--- config.mk ---
export PLATFORM = sky130hd
export DESIGN_NAME = linear_interp_resampler
export DESIGN_NICKNAME = d
export VERILOG_FILES = /design/src/rtl/lir_pkg.sv /design/src/rtl/linear_interp_resampler.sv /design/src/rtl/lir_lane.sv /design/src/rtl/lir_merge.sv
export SDC_FILE = /design/constraint.sdc
export NUM_CORES = 2
export LEC_CHECK = 0
export ABC_AREA = 1
export BUFFER_PORTS_ARGS = -buffer_cell sky130_fd_sc_hd__buf_2
export CAP_MARGIN = 20
export CORE_MARGIN = 3
export CORE_UTILIZATION = 35
export DETAILED_ROUTE_END_ITERATION = 10
export PLACE_DENSITY = 0.58
export SYNTH_ARGS = -nofsm -noshare
export SYNTH_HDL_FRONTEND = slang
export SYNTH_SLANG_ARGS = --single-unit
export TNS_END_PERCENT = 30
--- constraint.sdc ---
create_clock -name aclk -period 9.8 [get_ports aclk]
set_input_delay 1.96 -clock aclk [delete_from_list [all_inputs] [get_ports aclk]]
set_output_delay 1.96 -clock aclk [all_outputs]
set_load 0.1 [all_outputs]
--- src/rtl/lir_pkg.sv ---
// Package for the linear interpolation resampler.
// Holds widths, phase constants, register indexes and shared types.
// No dependencies.
`default_nettype none

package lir_pkg;

    localparam int MAX_CHANNELS = 4;
    localparam int NUM_LANES    = 4;
    localparam int FRAC_BITS    = 16;
    localparam int SAMPLE_W     = 16;
    localparam int PHASE_W      = FRAC_BITS + 5;
    localparam int CFG_DATA_W   = 21;
    localparam int CH_W         = 3;
    localparam int CFG_IDX_W    = 1;
    localparam int DIFF_W       = SAMPLE_W + 1;
    localparam int PROD_W       = DIFF_W + FRAC_BITS + 1;

    localparam logic [PHASE_W-1:0] PHASE_ONE = PHASE_W'(1) << FRAC_BITS;
    localparam logic [PHASE_W-1:0] PHASE_TWO = PHASE_W'(1) << (FRAC_BITS + 1);
    localparam logic [PHASE_W-1:0] STEP_MIN  = PHASE_ONE >> 4;
    localparam logic [PHASE_W-1:0] STEP_MAX  = PHASE_ONE << 4;

    localparam logic [CFG_IDX_W-1:0] CFG_PHASE_STEP = 1'b0;
    localparam logic [CFG_IDX_W-1:0] CFG_CHANNELS   = 1'b1;

    localparam logic [CFG_DATA_W-1:0] PHASE_STEP_RESET = CFG_DATA_W'(65536);
    localparam logic [CH_W-1:0]       CHANNELS_RESET   = CH_W'(2);

    typedef logic signed [SAMPLE_W-1:0] sample_t;

    typedef struct packed {
        logic            load;
        logic            last;
        logic [CH_W-1:0] active;
    } merge_ctrl_t;

endpackage

`default_nettype wire

--- src/rtl/linear_interp_resampler.sv ---
// Linear interpolation sample rate converter, top level.
// Sequencer, configuration registers, four lir_lane lanes and lir_merge.
// Depends on lir_pkg, lir_lane, lir_merge.
//
// Usage:
//   Input channel (s_*): one frame of four signed 16-bit samples plus
//   s_final_frame per transfer. Output channel (m_*): one interpolated frame
//   per transfer, m_last_out on the final frame of a stream.
//   Config: cfg_we/cfg_index/cfg_wdata, index 0 phase_step (Q5.16),
//   index 1 channels_in_use. Write only while the block is idle.
//   One frame is processed at a time. Each result passes the product
//   register, then the output register load; an input frame adds
//   sequencing (accept, phase wrap) and a final frame a tail step. A
//   frame that yields no result only takes accept and phase wrap, a
//   non-final first frame of a stream only the accept. s_ready rises after
//   the phase wrap that follows the load of the last result of the frame
//   into the output register (and the tail step when a final frame ends
//   on an interpolated result), so the next frame is taken while it waits.
//   If m_ready is low the sequencer holds its next result until the output
//   register frees. Reset clears phase, history and restores the default
//   registers (step 1.0, two channels).
`default_nettype none

module linear_interp_resampler
    import lir_pkg::*;
(
    input  wire logic                  aclk,
    input  wire logic                  aresetn,
    input  wire logic                  cfg_we,
    input  wire logic [CFG_IDX_W-1:0]  cfg_index,
    input  wire logic [CFG_DATA_W-1:0] cfg_wdata,
    input  wire logic                  s_valid,
    output logic                       s_ready,
    input  wire sample_t               s_in_ch0,
    input  wire sample_t               s_in_ch1,
    input  wire sample_t               s_in_ch2,
    input  wire sample_t               s_in_ch3,
    input  wire logic                  s_final_frame,
    output logic                       m_valid,
    input  wire logic                  m_ready,
    output sample_t                    m_out_ch0,
    output sample_t                    m_out_ch1,
    output sample_t                    m_out_ch2,
    output sample_t                    m_out_ch3,
    output logic                       m_last_out
);

    typedef enum logic [1:0] {
        ST_IDLE,
        ST_INTERP,
        ST_TAIL,
        ST_PUSH
    } state_t;

    state_t                  state_reg;
    logic                    tail_ret_reg;
    logic                    final_reg;
    logic                    have_prev_reg;
    logic [PHASE_W-1:0]      phase_reg;
    logic [CFG_DATA_W-1:0]   phase_step_reg;
    logic [CH_W-1:0]         channels_reg;
    sample_t                 prev_reg [NUM_LANES];
    sample_t                 cur_reg  [NUM_LANES];
    sample_t                 in_frame [NUM_LANES];
    sample_t                 lane_res [NUM_LANES];
    sample_t                 out_frame [NUM_LANES];

    logic [PHASE_W-1:0]      step_raw;
    logic [PHASE_W-1:0]      step_eff;
    logic [CH_W-1:0]         chan_eff;
    logic [PHASE_W-1:0]      phase_sum;
    logic                    phase_low;
    logic                    accept;
    logic                    mul_en;
    logic                    out_free;
    logic                    push_last;
    merge_ctrl_t             mctrl;

    assign in_frame[0] = s_in_ch0;
    assign in_frame[1] = s_in_ch1;
    assign in_frame[2] = s_in_ch2;
    assign in_frame[3] = s_in_ch3;

    // Clamped configuration
    assign step_raw = PHASE_W'(phase_step_reg);
    always_comb begin
        if (step_raw < STEP_MIN) begin
            step_eff = STEP_MIN;
        end else if (step_raw > STEP_MAX) begin
            step_eff = STEP_MAX;
        end else begin
            step_eff = step_raw;
        end
        if (channels_reg == CH_W'(0)) begin
            chan_eff = CH_W'(1);
        end else if (channels_reg > CH_W'(MAX_CHANNELS)) begin
            chan_eff = CH_W'(MAX_CHANNELS);
        end else begin
            chan_eff = channels_reg;
        end
        if (chan_eff > CH_W'(NUM_LANES)) begin
            chan_eff = CH_W'(NUM_LANES);
        end
    end

    assign phase_sum = phase_reg + step_eff;
    assign phase_low = phase_reg < PHASE_ONE;
    assign s_ready   = (state_reg == ST_IDLE);
    assign accept    = s_valid && s_ready;
    assign mul_en    = ((state_reg == ST_INTERP) || (state_reg == ST_TAIL)) && phase_low;

    // Interp result of a final frame is last when no tail position follows; tail result when phase wraps
    assign push_last = tail_ret_reg ? (phase_sum >= PHASE_ONE)
                                    : (final_reg && (phase_sum >= PHASE_TWO));

    assign mctrl.load   = (state_reg == ST_PUSH) && out_free;
    assign mctrl.last   = push_last;
    assign mctrl.active = chan_eff;

    always_ff @(posedge aclk) begin
        if (!aresetn) begin
            phase_step_reg <= PHASE_STEP_RESET;
            channels_reg   <= CHANNELS_RESET;
        end else if (cfg_we) begin
            unique case (cfg_index)
                CFG_PHASE_STEP: phase_step_reg <= cfg_wdata;
                CFG_CHANNELS:   channels_reg   <= cfg_wdata[CH_W-1:0];
                default: ;
            endcase
        end
    end

    always_ff @(posedge aclk) begin
        if (!aresetn) begin
            state_reg     <= ST_IDLE;
            tail_ret_reg  <= 1'b0;
            final_reg     <= 1'b0;
            have_prev_reg <= 1'b0;
            phase_reg     <= '0;
            for (int j = 0; j < NUM_LANES; j++) begin
                prev_reg[j] <= sample_t'(0);
            end
        end else begin
            unique case (state_reg)
                ST_IDLE: begin
                    if (accept) begin
                        final_reg <= s_final_frame;
                        cur_reg   <= in_frame;
                        if (have_prev_reg) begin
                            state_reg <= ST_INTERP;
                        end else begin
                            prev_reg      <= in_frame;
                            have_prev_reg <= 1'b1;
                            state_reg     <= s_final_frame ? ST_TAIL : ST_IDLE;
                        end
                    end
                end
                ST_INTERP: begin
                    if (phase_low) begin
                        tail_ret_reg <= 1'b0;
                        state_reg    <= ST_PUSH;
                    end else begin
                        phase_reg <= phase_reg - PHASE_ONE;
                        prev_reg  <= cur_reg;
                        state_reg <= final_reg ? ST_TAIL : ST_IDLE;
                    end
                end
                ST_TAIL: begin
                    if (phase_low) begin
                        tail_ret_reg <= 1'b1;
                        state_reg    <= ST_PUSH;
                    end else begin
                        phase_reg     <= '0;
                        have_prev_reg <= 1'b0;
                        state_reg     <= ST_IDLE;
                    end
                end
                ST_PUSH: begin
                    if (out_free) begin
                        phase_reg <= phase_sum;
                        state_reg <= tail_ret_reg ? ST_TAIL : ST_INTERP;
                    end
                end
                default: state_reg <= ST_IDLE;
            endcase
        end
    end

    for (genvar g = 0; g < NUM_LANES; g++) begin : g_lane
        lir_lane u_lane (
            .aclk   (aclk),
            .mul_en (mul_en),
            .prev   (prev_reg[g]),
            .cur    (cur_reg[g]),
            .frac   (phase_reg[FRAC_BITS-1:0]),
            .result (lane_res[g])
        );
    end

    lir_merge u_merge (
        .aclk     (aclk),
        .aresetn  (aresetn),
        .ctrl     (mctrl),
        .lane_res (lane_res),
        .out_free (out_free),
        .m_valid  (m_valid),
        .m_ready  (m_ready),
        .m_out    (out_frame),
        .m_last   (m_last_out)
    );

    assign m_out_ch0 = out_frame[0];
    assign m_out_ch1 = out_frame[1];
    assign m_out_ch2 = out_frame[2];
    assign m_out_ch3 = out_frame[3];

    // Results are only produced from a phase inside the current interval
    a_push_phase: assert property (@(posedge aclk) disable iff (!aresetn)
        (state_reg == ST_PUSH) |-> phase_low)
        else $error("result issued with phase at or above one");

    // A stream's first frame, if not final, is stored without producing output
    a_first_frame: assert property (@(posedge aclk) disable iff (!aresetn)
        (accept && !have_prev_reg && !s_final_frame) |=> (have_prev_reg && !m_valid)
            || (have_prev_reg && $stable(m_valid)))
        else $error("first frame not stored as history");

    // Lane 3 reads zero while it is inactive
    a_lane_zero: assert property (@(posedge aclk) disable iff (!aresetn)
        (m_valid && (chan_eff < CH_W'(4)) && $stable(chan_eff)
            && !$past(mctrl.load && (mctrl.active != chan_eff))) |-> (m_out_ch3 == 16'sd0))
        else $error("inactive lane carries data");

endmodule

`default_nettype wire

--- src/rtl/lir_lane.sv ---
// One interpolation lane: prev + frac*(cur-prev), rounded half up.
// Product is registered; rounding and add follow the register. Uses lir_pkg.
`default_nettype none

module lir_lane
    import lir_pkg::*;
(
    input  wire logic                 aclk,
    input  wire logic                 mul_en,
    input  wire sample_t              prev,
    input  wire sample_t              cur,
    input  wire logic [FRAC_BITS-1:0] frac,
    output sample_t                   result
);

    logic signed [DIFF_W-1:0]   diff;
    logic signed [FRAC_BITS:0]  frac_s;
    logic signed [PROD_W-1:0]   prod_next;
    logic signed [PROD_W-1:0]   prod_reg;
    sample_t                    base_reg;
    logic signed [PROD_W-1:0]   rounded;
    logic signed [PROD_W-1:0]   shifted;

    assign diff      = DIFF_W'(cur) - DIFF_W'(prev);
    assign frac_s    = $signed({1'b0, frac});
    assign prod_next = PROD_W'(diff) * PROD_W'(frac_s);

    always_ff @(posedge aclk) begin
        if (mul_en) begin
            prod_reg <= prod_next;
            base_reg <= prev;
        end
    end

    assign rounded = prod_reg + (PROD_W'(1) <<< (FRAC_BITS - 1));
    assign shifted = rounded >>> FRAC_BITS;
    assign result  = base_reg + sample_t'(shifted[SAMPLE_W-1:0]);

endmodule

`default_nettype wire

--- src/rtl/lir_merge.sv ---
// Merging stage: gathers lane results into the output register,
// zeroes inactive lanes and carries the end-of-stream mark. Uses lir_pkg.
`default_nettype none

module lir_merge
    import lir_pkg::*;
(
    input  wire logic        aclk,
    input  wire logic        aresetn,
    input  wire merge_ctrl_t ctrl,
    input  wire sample_t     lane_res [NUM_LANES],
    output logic             out_free,
    output logic             m_valid,
    input  wire logic        m_ready,
    output sample_t          m_out [NUM_LANES],
    output logic             m_last
);

    logic valid_reg;
    logic last_reg;
    sample_t data_reg [NUM_LANES];

    assign out_free = !valid_reg || m_ready;

    always_ff @(posedge aclk) begin
        if (!aresetn) begin
            valid_reg <= 1'b0;
        end else if (ctrl.load) begin
            valid_reg <= 1'b1;
        end else if (m_ready) begin
            valid_reg <= 1'b0;
        end
    end

    always_ff @(posedge aclk) begin
        if (ctrl.load) begin
            last_reg <= ctrl.last;
            for (int j = 0; j < NUM_LANES; j++) begin
                data_reg[j] <= (CH_W'(j) < ctrl.active) ? lane_res[j] : sample_t'(0);
            end
        end
    end

    assign m_valid = valid_reg;
    assign m_last  = last_reg;
    assign m_out   = data_reg;

endmodule

`default_nettype wire

==> metrics.log <==
INFO  metric yosysWarningCount = 0
INFO  metric min_period_over_period = 79.5%
INFO  metric syn-cell-area = 0.0635 mm^2
INFO  metric io_buffer_count = 158
INFO  metric worst-r2r-cell-count = 31
INFO  metric highest_layer = met4
INFO  metric dr.first_iter.drc_count = 3635
INFO  metric holdPathEnd = g_lane[1].u_lane.base_reg[15]$_DFFE_PP_
INFO  metric clk_latency = 670 ps
INFO  metric cp_slowest_stage_delay = 600 ps
INFO  metric timing.final.ws_setup = 2010 ps
INFO  metric fill_cells = 18500
INFO  metric path_clk_slew = 60 ps
INFO  metric timing_worst_setup_path_type = register to register
INFO  metric skew = 61.1 ps
INFO  metric finalHoldViolations = 0
INFO  metric avgViaCountPerCell = 4.97
INFO  metric synth_compound_area_share = 7.05%
INFO  metric ys_seq_area_share = 16.0%
INFO  metric critical_path.startpoint_type = register
INFO  metric die_height = 432 um
INFO  metric yosysTopAreaCellShare = 32.9%
INFO  metric worst_hold_startpoint = prev_reg[47]$_SDFFE_PN0P_
INFO  metric area_share_of_fa_ha_maj_cells_after_synthesis = 42.5%
INFO  metric synth_xor_xnor_area_share = 3.06%
INFO  metric regToRegSetupSlack = 2010 ps
INFO  metric grt_pass1_wl = 309 mm
INFO  metric critical_path_buf_inv_count = 7
INFO  metric max-slew-margin-rel = 25.0%
INFO  metric number_of_flops_mapped_to_enable_cells_by_yosys = 261
INFO  metric critical_path.reg2reg.startpoint = cur_reg[48]$_DFFE_PP_
INFO  metric grt_max_degree = 100
INFO  metric min_path_type = register to register
INFO  metric crit_path_end_kind = register
INFO  metric gp_routability_congestion = 0.929
INFO  metric post_cts_setup_inserts = 0
INFO  metric drive_above_1_share = 5.37%
INFO  metric area.sequential = 0.0102 mm^2
INFO  metric cts.path.max_buffers = 3
INFO  metric initial_core_util = 35.4%
INFO  metric vias = 51600
INFO  metric cts_tree = yes
INFO  metric synth_cell_type_count = 57
INFO  metric drc = 0
INFO  metric areaGrowthSynthToFinish = 7.72%
INFO  metric synth.ff_latch_count = 376
INFO  metric ys_top_cells_by_area = sky130_fd_sc_hd__fa_1, sky130_fd_sc_hd__edfxtp_1, sky130_fd_sc_hd__inv_1
INFO  metric std_cell_rows = 155
INFO  metric post_synth_and_or_nand_nor_area_fraction = 18.4%
INFO  metric cts.hold.buffers_added = 0
INFO  metric dr_wl_met3 = 10.4 mm
INFO  metric antenna_found_initial = 3
INFO  metric reg2reg_to = g_lane[0].u_lane.prod_reg[23]$_DFFE_PP_
INFO  metric die_area = 0.187 mm^2
INFO  metric wl_met2 = 96.1 mm
INFO  metric largest_register_ffs = 68
INFO  metric globalRoute.totalOverflow = 0
INFO  metric worst_ir_drop_vdd = 0.000199 V
INFO  metric report.final.setup_viol = 0
INFO  metric hpwl = 161 mm
INFO  metric first_pass_iters = 6
INFO  metric final-instance-count-excl-fill = 10400
INFO  metric finalMaxSlewViolations = 0
INFO  metric core_region_area = 0.179 mm^2
INFO  metric ant_nets = 0
INFO  metric run_status = finished clean
INFO  metric cp_top_family = adder cells
INFO  metric finalNetCount = 9608
INFO  metric cp_data_arrival_time = 8170 ps
INFO  metric die_boundary_width = 432 um
INFO  metric main_combinational_cell_family_by_area_after_synthesis = adder cells
INFO  metric leakage = 0.0350 uW
INFO  metric crit_path_frequent_cell = sky130_fd_sc_hd__nand2_1
INFO  metric wire_per_inst = 19.1 um
INFO  metric cts.sink_count = 376
INFO  metric grt_setup_unrepaired = false
INFO  metric fmax = 128 MHz
INFO  metric number_of_max_capacitance_violations_reported = 0
INFO  metric first_global_vias = 53500
INFO  metric muxShareOfSynthArea = 0%
INFO  metric cts_made_buffers = 44
INFO  metric ys_dominant_reg_cell = sky130_fd_sc_hd__edfxtp_1
INFO  metric post_synth.cell_area_avg = 8.00 um^2
INFO  metric area_used_by_multi_input_combinational_logic = 0.0451 mm^2
INFO  metric setup_tns = 0 ps
INFO  metric clock_tree.htree_level_count = 2
INFO  metric worst_case_setup_slack_after_placement = 2080 ps
INFO  metric power_density = 342 mW/mm^2
INFO  metric ctsRootBufferMaster = sky130_fd_sc_hd__clkbuf_16
INFO  metric drt_wl_total = 198 mm
INFO  metric synth_area_leader_cell = sky130_fd_sc_hd__fa_1
INFO  metric post_cts.resized_instances = 0
INFO  metric top_level_ports = 159
INFO  metric number_of_instances_in_the_placed_design = 10300
INFO  metric whs_path_depth = 0
INFO  metric postSynthCellCount = 7931
INFO  metric final_period_minus_worst_setup_slack = 7790 ps
INFO  metric met1_length = 81.9 mm
INFO  metric synth_commonest_cells = sky130_fd_sc_hd__inv_1, sky130_fd_sc_hd__nand2_1, sky130_fd_sc_hd__fa_1
INFO  metric critical_path.max_fanout = 10
INFO  metric synthArstFlopShare = 0%
INFO  metric syn_nets = 9553
INFO  metric yosysMostFrequentCell = sky130_fd_sc_hd__inv_1
INFO  metric track_usage = 21.3%
INFO  metric cp_data_required_time = 10180 ps
INFO  metric tightestPinTransition = 1120 ps
INFO  metric critical_path.slowest_cell = sky130_fd_sc_hd__fa_1
## logic make-up after synthesis
group                      count (synthesis)
xor gates and xnor gates                 210
DFF                                      376
AOI/OAI and AO/OA                        785
buffers and inverters                   2182
and+or+nand+nor                         2848
adders and majority gates               1530
## layer usage
metal	up-vias	track usage, %
met5	-	0
met4	0	9.35
met3	335	2.49
met2	1537	36.7
met1	25600	27.0
li1	24100	-
## layout by cell type, fill, tap and decap left out, types with 10 or more instances in the layout
master and count:
sky130_fd_sc_hd__a21oi_1 315, sky130_fd_sc_hd__buf_4 50, sky130_fd_sc_hd__buf_2 157, sky130_fd_sc_hd__ha_1 487, sky130_fd_sc_hd__clkbuf_16 47, sky130_fd_sc_hd__o21bai_1 35
sky130_fd_sc_hd__fa_1 1042, sky130_fd_sc_hd__o211ai_1 14, sky130_fd_sc_hd__inv_2 23, sky130_fd_sc_hd__clkinv_1 20, sky130_fd_sc_hd__inv_1 1935, sky130_fd_sc_hd__nand2_2 24
sky130_fd_sc_hd__clkinv_2 12, sky130_fd_sc_hd__nor4_1 13, sky130_fd_sc_hd__nor2_1 815, sky130_fd_sc_hd__edfxtp_1 261, sky130_fd_sc_hd__a21boi_0 14, sky130_fd_sc_hd__a31oi_1 81
sky130_fd_sc_hd__a21o_1 33, sky130_fd_sc_hd__or2_1 10, sky130_fd_sc_hd__nand3_1 321, sky130_fd_sc_hd__xnor2_1 40, sky130_fd_sc_hd__nand4_1 58, sky130_fd_sc_hd__o21ai_0 231
sky130_fd_sc_hd__o21a_1 18, sky130_fd_sc_hd__nand3b_1 20, sky130_fd_sc_hd__nand2_1 1471, sky130_fd_sc_hd__nor3_1 54, sky130_fd_sc_hd__or2_2 37, sky130_fd_sc_hd__dfxtp_1 106
sky130_fd_sc_hd__xor2_1 158
## per-stage QoR
stage	hold WS [ps]	util, %	area, um^2	total power (uW)
2_1_floorplan	425	-	63500	16000
3_3_place_gp	433	37.3	66800	21400
3_5_place_dp	439	37.3	66900	21600
4_1_cts	425	38.1	68400	23500
5_1_grt	465	38.1	68400	25900
6_report	438	38.1	68400	23400
## how the worst max path moves through the flow
stage,cells past startpoint,start,slack (ps),to
global placement,31,cur_reg[48]$_DFFE_PP_,2090,g_lane[0].u_lane.prod_reg[23]$_DFFE_PP_
detailed placement,31,cur_reg[48]$_DFFE_PP_,2080,g_lane[0].u_lane.prod_reg[23]$_DFFE_PP_
CTS,34,cur_reg[32]$_DFFE_PP_,2060,g_lane[1].u_lane.prod_reg[23]$_DFFE_PP_
floorplan,33,cur_reg[0]$_DFFE_PP_,2970,g_lane[3].u_lane.prod_reg[31]$_DFFE_PP_
finish,31,cur_reg[48]$_DFFE_PP_,2010,g_lane[0].u_lane.prod_reg[23]$_DFFE_PP_
global route,29,cur_reg[0]$_DFFE_PP_,1520,g_lane[3].u_lane.prod_reg[30]$_DFFE_PP_
## area by class of cell
cell class | instances | share of cell area (%)
Clock inverter | 22 | 0.296
Inverter | 1982 | 10.9
Sequential cell | 376 | 14.8
Tap cell | 2355 | 4.31
Timing Repair Buffer | 209 | 1.76
Multi-Input combinational cell | 5373 | 66.0
Clock buffer | 59 | 1.90
Antenna cell | 3 | 0.0110
## where the power goes
part	internal, uW	total, uW	switching [uW]
sequential	2650	3050	401
combinational	5880	18600	12700
clock	995	1760	762
Note: power is estimated with default switching activity, not from simulation.
